[src/sv/cesd_pkg.sv]
// ---------------------------------------------------------------------------
// C escape sequence decoder package
// Decoder modes, result error codes, character codes and the hex digit
// decode shared by the decoder core.
// ---------------------------------------------------------------------------
package cesd_pkg;

	typedef enum logic [6:0] {
		MODE_COPY    = 7'b0000001,
		MODE_ESC     = 7'b0000010,
		MODE_OCT     = 7'b0000100,
		MODE_HEX     = 7'b0001000,
		MODE_U4      = 7'b0010000,
		MODE_U8      = 7'b0100000,
		MODE_SWALLOW = 7'b1000000
	} mode_t;

	localparam logic [3:0] ERR_NONE      = 4'd0;
	localparam logic [3:0] ERR_TRAIL_BS  = 4'd1;
	localparam logic [3:0] ERR_OCT_RANGE = 4'd2;
	localparam logic [3:0] ERR_X_NODIG   = 4'd3;
	localparam logic [3:0] ERR_X_RANGE   = 4'd4;
	localparam logic [3:0] ERR_U4_SHORT  = 4'd5;
	localparam logic [3:0] ERR_U8_SHORT  = 4'd6;
	localparam logic [3:0] ERR_CP_RANGE  = 4'd7;
	localparam logic [3:0] ERR_SURROGATE = 4'd8;

	localparam int unsigned ACC_W = 21;

	localparam logic [ACC_W-1:0] BYTE_MAX   = 21'h0000FF;
	localparam logic [ACC_W-1:0] CP_MAX     = 21'h10FFFF;
	localparam logic [ACC_W-1:0] SURR_LO    = 21'h00D800;
	localparam logic [ACC_W-1:0] SURR_HI    = 21'h00DFFF;
	localparam logic [ACC_W-1:0] UTF8_LIM1  = 21'h000080;
	localparam logic [ACC_W-1:0] UTF8_LIM2  = 21'h000800;
	localparam logic [ACC_W-1:0] UTF8_LIM3  = 21'h010000;

	localparam logic [7:0] CH_BSLASH = 8'h5C;
	localparam logic [7:0] CH_SQUOTE = 8'h27;
	localparam logic [7:0] CH_DQUOTE = 8'h22;
	localparam logic [7:0] CH_QMARK  = 8'h3F;

	// Returns the digit value with a valid flag in the top bit.
	function automatic logic [4:0] hex_val(input logic [7:0] b);
		logic [4:0] r;
		r = 5'd0;
		if (b >= "0" && b <= "9") begin
			r = {1'b1, b[3:0]};
		end else if ((b >= "a" && b <= "f") || (b >= "A" && b <= "F")) begin
			r = {1'b1, 4'(b[3:0] + 4'd9)};
		end
		return r;
	endfunction

endpackage

[src/sv/c_escape_sequence_decoder_core.sv]
// ---------------------------------------------------------------------------
// C escape sequence decoder core
// Decodes a C-escaped byte string, one source byte per request, into the
// decoded bytes with UTF-8 output for universal character names.
// ---------------------------------------------------------------------------
// Each accepted source byte is decoded in the cycle it is accepted and its
// zero to four results are loaded into an output register bank that drains
// one result per cycle while the sink is ready. A byte that yields at most
// one result is taken every cycle while the sink is ready; for a byte that
// yields more results the input side waits while the bank drains, so a \U
// escape that ends in a four byte UTF-8 sequence waits until its last byte is
// being taken. The source stays ready while the last pending result is taken.
module c_escape_sequence_decoder_core (
	input  logic        clk,
	input  logic        arst_n,
	input  logic        s_tvalid,
	output logic        s_tready,
	input  logic [7:0]  s_tdata,   // [7:0] in_byte
	input  logic        s_tlast,   // end_of_string
	output logic        m_tvalid,
	input  logic        m_tready,
	output logic [15:0] m_tdata,   // [7:0] out_byte, [11:8] error_code, [15:12] zero
	output logic        m_tlast,   // run_last
	output logic        m_tuser    // string_done
);

	localparam int unsigned AW = cesd_pkg::ACC_W;

	cesd_pkg::mode_t mode_q, mode_n;
	logic [AW-1:0]   acc_q, acc_n, acc_t;
	logic            ovf_q, ovf_n;
	logic [3:0]      cnt_q, cnt_n;

	logic [7:0]      res_byte_q [4];
	logic [3:0]      res_err_q  [4];
	logic [2:0]      left_q;
	logic [1:0]      rd_q;
	logic            done_q;

	logic [7:0]      rb [4];
	logic [3:0]      re [4];
	logic [2:0]      np;
	logic            failed;
	logic            do_copy;
	logic            simple_ok;
	logic [7:0]      simple_val;
	logic [4:0]      hv;
	logic [3:0]      need;
	logic [3:0]      short_code;
	logic [7:0]      b;
	logic            eos;
	logic            in_acc;
	logic            out_acc;

	assign b       = s_tdata;
	assign eos     = s_tlast;
	assign hv      = cesd_pkg::hex_val(s_tdata);
	assign in_acc  = s_tvalid && s_tready;
	assign out_acc = m_tvalid && m_tready;

	assign s_tready = (left_q == 3'd0) || (left_q == 3'd1 && m_tready);
	assign m_tvalid = left_q != 3'd0;
	assign m_tlast  = left_q == 3'd1;
	assign m_tuser  = m_tlast && done_q;
	assign m_tdata  = {4'd0, res_err_q[rd_q], res_byte_q[rd_q]};

	always_comb begin
		simple_ok  = 1'b1;
		simple_val = b;
		case (b) inside
			"a": simple_val = 8'h07;
			"b": simple_val = 8'h08;
			"f": simple_val = 8'h0C;
			"n": simple_val = 8'h0A;
			"r": simple_val = 8'h0D;
			"t": simple_val = 8'h09;
			"v": simple_val = 8'h0B;
			cesd_pkg::CH_BSLASH, cesd_pkg::CH_SQUOTE,
			cesd_pkg::CH_DQUOTE, cesd_pkg::CH_QMARK: simple_val = b;
			default: simple_ok = 1'b0;
		endcase
	end

	always_comb begin
		for (int i = 0; i < 4; i++) begin
			rb[i] = 8'd0;
			re[i] = cesd_pkg::ERR_NONE;
		end
		np      = 3'd0;
		failed  = 1'b0;
		do_copy = 1'b0;
		mode_n  = mode_q;
		acc_n   = acc_q;
		ovf_n   = ovf_q;
		cnt_n   = cnt_q;
		acc_t   = '0;
		need    = (mode_q == cesd_pkg::MODE_U8) ? 4'd8 : 4'd4;
		short_code = (mode_q == cesd_pkg::MODE_U8) ? cesd_pkg::ERR_U8_SHORT
		                                          : cesd_pkg::ERR_U4_SHORT;

		unique case (mode_q) inside
			cesd_pkg::MODE_ESC: begin
				mode_n = cesd_pkg::MODE_COPY;
				acc_n  = '0;
				ovf_n  = 1'b0;
				cnt_n  = 4'd0;
				if (simple_ok) begin
					rb[0] = simple_val;
					np    = 3'd1;
				end else if (b >= "0" && b <= "7") begin
					acc_n = {{(AW-3){1'b0}}, b[2:0]};
					cnt_n = 4'd1;
					if (eos) begin
						rb[0] = {5'd0, b[2:0]};
						np    = 3'd1;
					end else begin
						mode_n = cesd_pkg::MODE_OCT;
					end
				end else if (b == "x") begin
					if (eos) begin
						re[0]  = cesd_pkg::ERR_X_NODIG;
						np     = 3'd1;
						failed = 1'b1;
					end else begin
						mode_n = cesd_pkg::MODE_HEX;
					end
				end else if (b == "u" || b == "U") begin
					if (eos) begin
						re[0]  = (b == "u") ? cesd_pkg::ERR_U4_SHORT : cesd_pkg::ERR_U8_SHORT;
						np     = 3'd1;
						failed = 1'b1;
					end else begin
						mode_n = (b == "u") ? cesd_pkg::MODE_U4 : cesd_pkg::MODE_U8;
					end
				end else begin
					rb[0] = cesd_pkg::CH_BSLASH;
					rb[1] = b;
					np    = 3'd2;
				end
			end
			cesd_pkg::MODE_OCT: begin
				if (b >= "0" && b <= "7") begin
					acc_t = {acc_q[AW-4:0], b[2:0]};
					acc_n = acc_t;
					cnt_n = cnt_q + 4'd1;
					if (cnt_n >= 4'd3) begin
						if (acc_t > cesd_pkg::BYTE_MAX) begin
							re[0]  = cesd_pkg::ERR_OCT_RANGE;
							failed = 1'b1;
						end else begin
							rb[0] = acc_t[7:0];
						end
						np     = 3'd1;
						mode_n = cesd_pkg::MODE_COPY;
						acc_n  = '0;
						ovf_n  = 1'b0;
						cnt_n  = 4'd0;
					end else if (eos) begin
						rb[0] = acc_t[7:0];
						np    = 3'd1;
					end
				end else begin
					rb[0]   = acc_q[7:0];
					np      = 3'd1;
					do_copy = 1'b1;
				end
			end
			cesd_pkg::MODE_HEX: begin
				if (hv[4]) begin
					acc_t = {acc_q[AW-5:0], hv[3:0]};
					acc_n = acc_t;
					cnt_n = 4'd1;
					if (acc_t > cesd_pkg::BYTE_MAX) begin
						re[0]  = cesd_pkg::ERR_X_RANGE;
						np     = 3'd1;
						failed = 1'b1;
					end else if (eos) begin
						rb[0] = acc_t[7:0];
						np    = 3'd1;
					end
				end else if (cnt_q == 4'd0) begin
					re[0]  = cesd_pkg::ERR_X_NODIG;
					np     = 3'd1;
					failed = 1'b1;
				end else begin
					rb[0]   = acc_q[7:0];
					np      = 3'd1;
					do_copy = 1'b1;
				end
			end
			cesd_pkg::MODE_U4, cesd_pkg::MODE_U8: begin
				if (!hv[4]) begin
					re[0]  = short_code;
					np     = 3'd1;
					failed = 1'b1;
				end else begin
					if (acc_q[AW-1:AW-4] != 4'd0) begin
						ovf_n = 1'b1;
					end
					acc_t = {acc_q[AW-5:0], hv[3:0]};
					acc_n = acc_t;
					cnt_n = cnt_q + 4'd1;
					if (cnt_n >= need) begin
						if (ovf_n || acc_t > cesd_pkg::CP_MAX) begin
							re[0]  = cesd_pkg::ERR_CP_RANGE;
							np     = 3'd1;
							failed = 1'b1;
						end else if (acc_t >= cesd_pkg::SURR_LO && acc_t <= cesd_pkg::SURR_HI) begin
							re[0]  = cesd_pkg::ERR_SURROGATE;
							np     = 3'd1;
							failed = 1'b1;
						end else if (acc_t < cesd_pkg::UTF8_LIM1) begin
							rb[0] = acc_t[7:0];
							np    = 3'd1;
						end else if (acc_t < cesd_pkg::UTF8_LIM2) begin
							rb[0] = {3'b110, acc_t[10:6]};
							rb[1] = {2'b10, acc_t[5:0]};
							np    = 3'd2;
						end else if (acc_t < cesd_pkg::UTF8_LIM3) begin
							rb[0] = {4'b1110, acc_t[15:12]};
							rb[1] = {2'b10, acc_t[11:6]};
							rb[2] = {2'b10, acc_t[5:0]};
							np    = 3'd3;
						end else begin
							rb[0] = {5'b11110, acc_t[20:18]};
							rb[1] = {2'b10, acc_t[17:12]};
							rb[2] = {2'b10, acc_t[11:6]};
							rb[3] = {2'b10, acc_t[5:0]};
							np    = 3'd4;
						end
						mode_n = cesd_pkg::MODE_COPY;
						acc_n  = '0;
						ovf_n  = 1'b0;
						cnt_n  = 4'd0;
					end else if (eos) begin
						re[0]  = short_code;
						np     = 3'd1;
						failed = 1'b1;
					end
				end
			end
			cesd_pkg::MODE_SWALLOW: begin
			end
			default: begin
				do_copy = 1'b1;
			end
		endcase

		if (do_copy) begin
			mode_n = cesd_pkg::MODE_COPY;
			acc_n  = '0;
			ovf_n  = 1'b0;
			cnt_n  = 4'd0;
			if (b == cesd_pkg::CH_BSLASH) begin
				if (eos) begin
					rb[np[1:0]] = 8'd0;
					re[np[1:0]] = cesd_pkg::ERR_TRAIL_BS;
					np          = np + 3'd1;
					failed      = 1'b1;
				end else begin
					mode_n = cesd_pkg::MODE_ESC;
				end
			end else begin
				rb[np[1:0]] = b;
				re[np[1:0]] = cesd_pkg::ERR_NONE;
				np          = np + 3'd1;
			end
		end

		if (eos || failed) begin
			mode_n = eos ? cesd_pkg::MODE_COPY : cesd_pkg::MODE_SWALLOW;
			acc_n  = '0;
			ovf_n  = 1'b0;
			cnt_n  = 4'd0;
		end
	end

	always_ff @(posedge clk or negedge arst_n) begin
		if (!arst_n) begin
			mode_q <= cesd_pkg::MODE_COPY;
			acc_q  <= '0;
			ovf_q  <= 1'b0;
			cnt_q  <= 4'd0;
			left_q <= 3'd0;
			rd_q   <= 2'd0;
			done_q <= 1'b0;
		end else if (in_acc) begin
			mode_q <= mode_n;
			acc_q  <= acc_n;
			ovf_q  <= ovf_n;
			cnt_q  <= cnt_n;
			left_q <= np;
			rd_q   <= 2'd0;
			done_q <= eos || failed;
		end else if (out_acc) begin
			left_q <= left_q - 3'd1;
			rd_q   <= rd_q + 2'd1;
		end
	end

	always_ff @(posedge clk) begin
		if (in_acc) begin
			for (int i = 0; i < 4; i++) begin
				res_byte_q[i] <= rb[i];
				res_err_q[i]  <= re[i];
			end
		end
	end

`ifndef ASSERT_OFF
	a_left_bound: assert property (@(posedge clk) disable iff (!arst_n)
		left_q <= 3'd4)
		else $error("result count above four");

	a_swallow_clear: assert property (@(posedge clk) disable iff (!arst_n)
		(mode_q == cesd_pkg::MODE_SWALLOW) |-> (acc_q == '0 && cnt_q == 4'd0 && !ovf_q))
		else $error("accumulator not cleared while swallowing");

	a_hex_range: assert property (@(posedge clk) disable iff (!arst_n)
		(mode_q == cesd_pkg::MODE_HEX) |-> (acc_q <= cesd_pkg::BYTE_MAX))
		else $error("hex accumulator above byte range");

	a_drain_then_idle: assert property (@(posedge clk) disable iff (!arst_n)
		(m_tvalid && m_tready && m_tlast) |=> (!m_tvalid || $past(s_tvalid && s_tready)))
		else $error("result appeared without a new request");
`endif

endmodule
[config.mk]
export PLATFORM = sky130hd
export DESIGN_NAME = c_escape_sequence_decoder_core
export DESIGN_NICKNAME = d
export VERILOG_FILES = /design/src/sv/cesd_pkg.sv /design/src/sv/c_escape_sequence_decoder_core.sv
export SDC_FILE = /design/constraint.sdc
export NUM_CORES = 1
export LEC_CHECK = 0
export ABC_CLOCK_PERIOD_IN_PS = 5300
export BUFFER_PORTS_ARGS = -buffer_cell sky130_fd_sc_hd__buf_4
export CORE_MARGIN = 2
export CORE_UTILIZATION = 65
export CTS_BUF_LIST = sky130_fd_sc_hd__clkbuf_8 sky130_fd_sc_hd__clkbuf_16
export DETAILED_ROUTE_END_ITERATION = 8
export HOLD_SLACK_MARGIN = 0.08
export PLACE_DENSITY = 0.84
export RECOVER_POWER = 25
export SETUP_SLACK_MARGIN = 0.3
export SYNTH_ARGS = -nofsm -noshare
export SYNTH_HDL_FRONTEND = slang
export SYNTH_SLANG_ARGS = --single-unit
[constraint.sdc]
create_clock -name clk -period 5.3 [get_ports clk]
set_input_delay 0.265 -clock clk [delete_from_list [all_inputs] [get_ports clk]]
set_output_delay 0.265 -clock clk [all_outputs]
set_load 0.005 [all_outputs]
== Yosys cells after proc, flatten, opt, wreduce, memory -nomap -nowiden ==
Memories as Yosys holds them, arrays and structs flattened.
Index checks and enable logic that the tools add are counted.

* Bits in registers: 39
* RAM bits: 48
* Bits of input ports: 13
* Output and inout bits: 20
* Memories kept: 2

{| class="wikitable"
|+ Memories
! name !! depth !! bits a word !! rd ports !! clocked after memory_dff !! write ports !! line !! RTL
|-
| res_byte_q || 4 || 8 || 1 || 0 || 4 || c_escape_sequence_decoder_core.sv:34 || <nowiki>logic [7:0] res_byte_q [4];</nowiki>
|-
| res_err_q || 4 || 4 || 1 || 0 || 4 || c_escape_sequence_decoder_core.sv:35 || <nowiki>logic [3:0] res_err_q [4];</nowiki>
|}

* Add/subtract/negate cells: 5
* $lt $le $gt $ge: 19
* Eq/ne operators: 26
* Muxes and demuxes: 174
* Bitwise gates (word level): 8
* Reduce and logical (&&, ||, !) cells: 28

{| class="wikitable"
|+ Operators by type and width
! kind !! count
|-
| $mux W32 || 7
|-
| $mux W8 || 22
|-
| $mux W21 || 8
|-
| $mux W16 || 6
|-
| $eq A8 B7 Y1 const B || 11
|-
| $pmux W21 S4 || 1
|-
| $mux W3 || 25
|-
| $mux W4 || 18
|-
| $mux W7 || 10
|-
| $mux W1 || 45
|-
| $gt A21 B8 Y1 const B || 2
|-
| $and A32 B32 Y32 || 1
|-
| $bwmux W32 || 1
|-
| $not A32 Y32 || 1
|-
| $pmux W4 S4 || 2
|-
| $pmux W8 S4 || 1
|-
| $eq A8 B6 Y1 const B || 3
|-
| $mux W2 || 12
|-
| $mux W24 || 1
|-
| $ge A21 B16 Y1 const B || 1
|-
| $gt A21 B21 Y1 const B || 1
|-
| $le A21 B16 Y1 const B || 1
|-
| $lt A21 B12 Y1 const B || 1
|-
| $lt A21 B17 Y1 const B || 1
|-
| 54 further kinds || 78
|}

== Longest topological paths before layout ==
Gate-level depths: netlist of the first run.

* Depth after elaboration: 24
* Depth in mapped cells: 17

== Worst setup path before layout of the first run ==
OpenSTA, ideal clock, no wires.

* Path kind: input -> register
* Start: in s_tdata[0]
* End: mem res_byte_q[0][2], data pin
* Setup time: 258 ps
* Arrival time: 3336 ps
* Data required time: 5042 ps
* Setup slack: 1706 ps
* Stages on the path: 16
* Cells stage by stage: clkbuf_1 > inv_1 > ha_1 > clkbuf_1 > o21bai_1 > a21oi_1 > a211o_1 > clkbuf_1 > a31oi_1 > nor4b_1 > and2_1 > ha_1 > nor2b_1 > nand2_1 > o31a_1 > o221a_2

{| class="wikitable"
|+ RTL lines
! element !! line !! RTL
|-
| start, declared || c_escape_sequence_decoder_core.sv:18 || <nowiki>input logic [7:0] s_tdata,</nowiki>
|-
| end, declared || c_escape_sequence_decoder_core.sv:34 ||
|}

==> metrics.txt, run 1 <==
final worst slack 1070 ps; Seq/Total Area, Yosys 0.357; Top FF cell, synth edfxtp_1; wire length per cell 24.9 um; CTS H-Tree Depth 3; CP Data Arrival Time 4360 ps; Iteration-0 DRC Markers 759; CTS Buf Count 9; Mean Syn Cell Area 9.08 um^2; worst skew pair latency 370 ps; Yosys top cell area share 0.195; CTS tree built; mux cell area share after synthesis 0.0387; Top Ports 33; Synth cell types 88; Final nets 682; Critical Path RT 5430 ps; RSZ-0062 raised after global routing false; area leader, netlist edfxtp_1; vias 5816; global-route wire length before repair 30200 um; chip width 100 um; CTS sink count 78; largest net degree at the start of global routing 40; vias in the first global route 5298; CP peak stage delay 450 ps; ys async rst share 0.500; cells along the critical path or2_1, nor2_1, nand4b_1, ha_1, a21bo_2, a21o_1, nor4b_2, nand2_1, nor2_1, a21oi_1, ha_1, nand2_1, nor2_1, or2_1, o221a_2; Pleak 2.45 nW; Compound-Gate Fraction of Synth Area 0.277; fraction of layout cells with a size suffix above 1 0.129; total gr overflow 0; Reg clk slew, reported paths 90 ps; Worst-Margin Slew 2280 ps; initial antenna violation count 0; CP most frequent cell nor2_1; Post-synth EDFFs 39; post-cts sizing count 0; Crit. End Element flip-flop; Clock Tree Buf Depth 2; synth top area cells edfxtp_1 (19%), dfrtp_1 (16%), a22oi_1 (3.6%), nand2_1 (3.5%), o21ai_0 (3.4%); CP Max Fanout 12; core area 9110 um^2; Fmax 236 MHz; # setup viols final 0; DR pass1 iterations 7; failing checks max-capacitance violations, max-slew violations; drt total wl 19200 um; post-synthesis xor/xnor area fraction 0.0102; Pins Over Slew Limit 40; Initial Util 0.660; Post-Synth Simple-Gate Area 0.223; clk root buf clkbuf_8; PD cells 292 nW/um^2; multi-input logic area 3520 um^2; slew margin rel. -0.523; Tcrit/Tclk final 0.798; Die Area 10000 um^2; Hold Vio Cnt, Final 0; All-Layer GR Usage 0.393; drt drc 0; post-synthesis adder-cell area fraction 0.0333; Placer Congestion 1.01; Fill cells 699; worst min-delay path class primary input to flip-flop; Antenna Nets Post-Route 0; Die Y 100 um; Hold Buf Count CTS 1; Worst R2R Setup Slack 1070 ps; synthesized cell area 6010 um^2; # rows 35; Syn. warnings 0; Post-DP HPWL 13800 um; crit path launch type flip-flop; cell area after layout 6370 um^2; slowest CP cell nor4b_2; dpl ws 1250 ps; placed inst area 6130 um^2; worst-case vdd ir drop 0.220 mV; final setup TNS 0 ps; Reg area 2150 um^2; Worst Skew 10.7 ps; reported max-cap violation count 1; fin crit period 4230 ps; port bufs 28; #FFs+latches synth 78; largest family of logic cells by synthesized area compound AO/OA/AOI/OAI gates; # Post-CTS Setup Buffers 0; Setup Crit Path Kind flip-flop to flip-flop; Mapped Cells 662; outcome finished with violations; via/cell ratio 7.56; n_diodes 0; Synth-to-Final Area Change 5.87%; Total Power 1.86 mW
report_power, final:
| group | switching [mW] | internal (mW) |
|---|---|---|
| registers | 0.0753 | 0.736 |
| logic | 0.272 | 0.242 |
| clock network | 0.259 | 0.273 |
worst max-delay path: cells and delay by family, from the launching register on:
family | cells | cell delay, ps
fa+ha+maj | 2 | 620
simple gates | 9 | 2160
flops | 1 | 430
compound gates | 4 | 770
cell usage after synthesis (6+ instances only):
cell type,count
nand2b_1,6
xnor2_1,6
ha_1,16
o22ai_1,8
nand2_1,56
nor2_1,44
nor4_1,8
o2bb2ai_1,20
a211oi_1,6
buf_6,6
mux4_2,9
or4_1,6
dfrtp_1,38
a31oi_1,8
a21oi_1,24
a22o_1,18
or3_1,8
edfxtp_1,39
buf_2,10
o211ai_1,7
clkbuf_1,34
inv_1,18
a21o_1,7
nand3_1,28
a22oi_1,29
nor3_1,16
nand4_1,7
nor2b_1,8
and2_1,16
and3_1,11
o21ai_0,41
registers in the layout, summed over array words and instances (netlist names):
signal and cells:
done_q 1, mode_q 7, left_q 3, res_byte_q 32, res_err_q 7, ovf_q 1, rd_q 2, acc_q 21
cnt_q 4
layout by cell type (no fill, tap or decap), types with 16 or more instances in the layout:
master,Yosys,layout
nand2_1,56,56
nor2_1,44,44
o21ai_0,41,40
edfxtp_1,39,39
dfrtp_1,38,38
buf_4,4,30
a22oi_1,29,29
nand3_1,28,28
a21oi_1,24,24
o2bb2ai_1,20,20
inv_1,18,18
a22o_1,18,18
ha_1,16,16
metal layers:
layer | vias up | GRT usage | routed length, um
li1 | 2549 | - | -
met1 | 2722 | 0.574 | 7690
met2 | 476 | 0.612 | 8640
met3 | 69 | 0.0481 | 2140
met4 | 0 | 0.131 | 715
met5 | - | 0 | 0
area by class of cell:
cell class              instances  share of cell area
clock inverters                 7              0.0161
clock buffers                   9              0.0195
repair buffers                 35              0.0411
multi-input cells             511               0.553
well taps                     111              0.0218
flip-flops and latches         78               0.337
inverters                      18              0.0106
worst paths after layout:
| path | startpoint | end | cells past startpoint |
|---|---|---|---|
| min in group asynchronous | arst_n | acc_q[7] | 2 |
| max reg2reg | mode_q[2] | res_byte_q[0][2] | 15 |
| min reg2reg | acc_q[20] | acc_q[20] | 1 |
| min | m_tready | left_q[2] | 4 |
| max in group asynchronous | arst_n | done_q | 2 |
| max | mode_q[2] | res_byte_q[0][2] | 15 |
cells by family (layout without fill, tap and decap cells):
| kind of cell | Yosys count | in the layout |
|---|---|---|
| adder cells (fa/ha/maj) | 16 | 16 |
| other | 1 | 4 |
| XOR/XNOR | 7 | 7 |
| AO/OA/AOI/OAI | 225 | 225 |
| multiplexers | 12 | 12 |
| AND/OR/NAND/NOR | 247 | 247 |
| flip-flops | 78 | 78 |
| buffers and inverters | 76 | 69 |
metrics by stage:
stage / util / cells / hold slack, ps
finish: 0.699 / 769 / 173
global route: 0.699 / 769 / 228
CTS: 0.699 / 769 / 176
detailed placement: 0.673 / 752 / 287
global placement: 0.673 / 752 / 260
floorplan: - / 665 / -30.6
(Power assumes the default switching activity.)
==> inputs of run 2 (changes only) <==
ABC_CLOCK_PERIOD_IN_PS = 3650   (was 5300)
CORE_UTILIZATION = 56   (was 65)
PLACE_DENSITY = 0.77   (was 0.84)
clock period = 3.65 ns   (was 5.3 ns; I/O delays follow)
==> run 2 against run 1 <==
The run still ends with max-capacitance violations, max-slew violations left; critical path depth shrank 4; via count grew 2.2%; non-clock buffer count grew 44; die area grew 15%; critical endpoint unchanged.
==> metrics.txt, run 2 (synthesis results as in run 1) <==
reported max-cap violation count 1 (unchanged); Top reg by flops res_byte_q; outcome finished with violations; core area 10400 um^2 (+14%); clk root buf clkbuf_8; CTS sink count 78 (unchanged); CP Data Arrival Time 3410 ps (-950 ps); Reg clk slew, reported paths 100 ps (about the same); design internal power 1.70 mW (+36%); # setup viols final 0 (unchanged); cells along the critical path or4_1, buf_4, nor4_4, a31oi_1, nor4b_4, and2_4, ha_4, nor2b_4, nand2_2, o31a_1, o221a_2; initial antenna violation count 0 (unchanged); CTS tree built; CP delay by family, top simple AND/OR/NAND/NOR gates; Largest register FFs 32 (unchanged); biggest regs res_byte_q (32), acc_q (21); DR pass1 iterations 5 (-2); worst-case vdd ir drop 0.341 mV (+55%); Critical Path RT 3780 ps (-1650 ps); Pleak 2.69 nW (+9.9%); Tcrit/Tclk final 0.897 (+0.0995); commonest non-fill, non-tap cell in the layout buf_4; Total Power 2.58 mW (+39%); Fmax 305 MHz (+29%); Post-DP HPWL 14500 um (+5.1%); Top Ports 33 (unchanged); hold slack 98.5 ps (-74.9 ps); Final nets 726 (+6.5%); final worst slack 375 ps (-697 ps); Antenna Nets Post-Route 0 (unchanged); Die Area 11600 um^2 (+15%); cell area after layout 6870 um^2 (+7.8%); All-Layer GR Usage 0.361 (-0.0324); worst skew pair latency 380 ps (about the same); CP peak stage delay 560 ps (+110 ps); # rows 37 (+5.7%); Seq pwr share 0.455 (+0.018); CTS Buf Count 9 (unchanged); Comb power frac 0.304 (+0.027); final setup TNS 0 ps (unchanged); fin crit period 3280 ps (-953 ps); n_diodes 0 (unchanged); CTS H-Tree Depth 3 (unchanged); most frequent cells in the layout buf_4 (74), nand2_1 (54), nor2_1 (41); total gr overflow 0 (unchanged); Switching Share 0.341 (+0.0144); failing checks max-capacitance violations, max-slew violations; Pins Over Slew Limit 40 (unchanged); fraction of layout cells with a size suffix above 1 0.219 (+0.0902); vias in the first global route 5624 (+6.2%); dpl ws 26.9 ps (-1220 ps); vias 5942 (+2.2%); Iteration-0 DRC Markers 637 (-16%); Clock Tree Buf Depth 2 (unchanged); slowest CP cell or4_1; placed inst area 6460 um^2 (+5.3%); crit path launch type flip-flop; chip width 108 um (+7.4%); CP Max Fanout 6 (-6); RSZ-0062 raised after global routing true; wire length per cell 23.8 um (-4.7%); Placer Congestion 0.994 (-1.2%); largest net degree at the start of global routing 40 (unchanged); Synth-to-Final Area Change 14.2%; via/cell ratio 7.09 (-6.2%); Crit. End Element flip-flop; worst min-delay path class primary input to flip-flop; Hold Vio Cnt, Final 0 (unchanged); Worst Skew 12.5 ps (+1.87 ps); port bufs 28 (unchanged); global-route wire length before repair 31500 um (+4.3%); WP buf/inv 1 (+1); slew margin rel. -0.449 (+0.0743); PD cells 375 nW/um^2 (+29%); Initial Util 0.580 (-0.0803); Setup Crit Path Kind flip-flop to flip-flop; drt total wl 19900 um (+3.9%); Worst-Margin Slew 2170 ps (-111 ps); P_sw 0.878 mW (+45%); Clock Power Share 0.242 (-0.044); Die Y 108 um (+7.4%); drt drc 0 (unchanged)
[run 2: tightest hold or removal path, stage by stage]
cell and delay [ps]:
buf_4 100, nand2_1 40, nand2_1 50, o31ai_1 60
[run 2: layout make-up]
type,instances,area (um^2)
inverters,18,67.6
repair buffers,79,592
clock inverters,7,56.3
well taps,136,170
clock buffers,9,124
flip-flops and latches,78,2150
fillers,875,3500
multi-input cells,511,3700
[run 2: per-stage QoR]
step / std cells / utilization
2_1_floorplan: 665 / -
3_3_place_gp: 813 / 0.623
3_5_place_dp: 813 / 0.623
4_1_cts: 837 / 0.657
5_1_grt: 838 / 0.662
6_report: 838 / 0.662
[run 2: final timing paths]
path	startpoint	cells past startpoint	endpoint	slack, ps
worst min register to register	acc_q[19]	1	acc_q[19]	490
worst min-delay path	m_tready	4	left_q[2]	100
min in group asynchronous	arst_n	2	mode_q[5]	980
max in group asynchronous	arst_n	2	acc_q[15]	1270
worst max register to register	acc_q[13]	11	res_byte_q[0][2]	370
worst max-delay path	acc_q[13]	11	res_byte_q[0][2]	370
[run 2: per-layer routing]
metal | part of all wire | GRT usage
met4 | 0.038 | 0.153
met5 | 0 | 0
met1 | 0.41 | 0.491
met3 | 0.098 | 0.0696
met2 | 0.45 | 0.563
[run 2: power groups by stage]
stage | Clock [mW] | Sequential (mW) | Combinational, mW
2_1_floorplan | 0 | 1.13 | 0.509
6_report | 0.622 | 1.17 | 0.782
5_1_grt | 0.658 | 1.19 | 0.849
4_1_cts | 0.628 | 1.18 | 0.778
3_5_place_dp | 0 | 1.20 | 0.773
3_3_place_gp | 0 | 1.19 | 0.758
[run 2: timing repair]
action / 4_1_cts / 5_1_grt
pin swaps: 11 / 10
setup buffers: 7 / 1
gates resized for setup: 23 / 15
setup endpoints to repair: 33 / 35
hold buffers: 1 / 0
endpoints found under the hold margin: 38 / 0
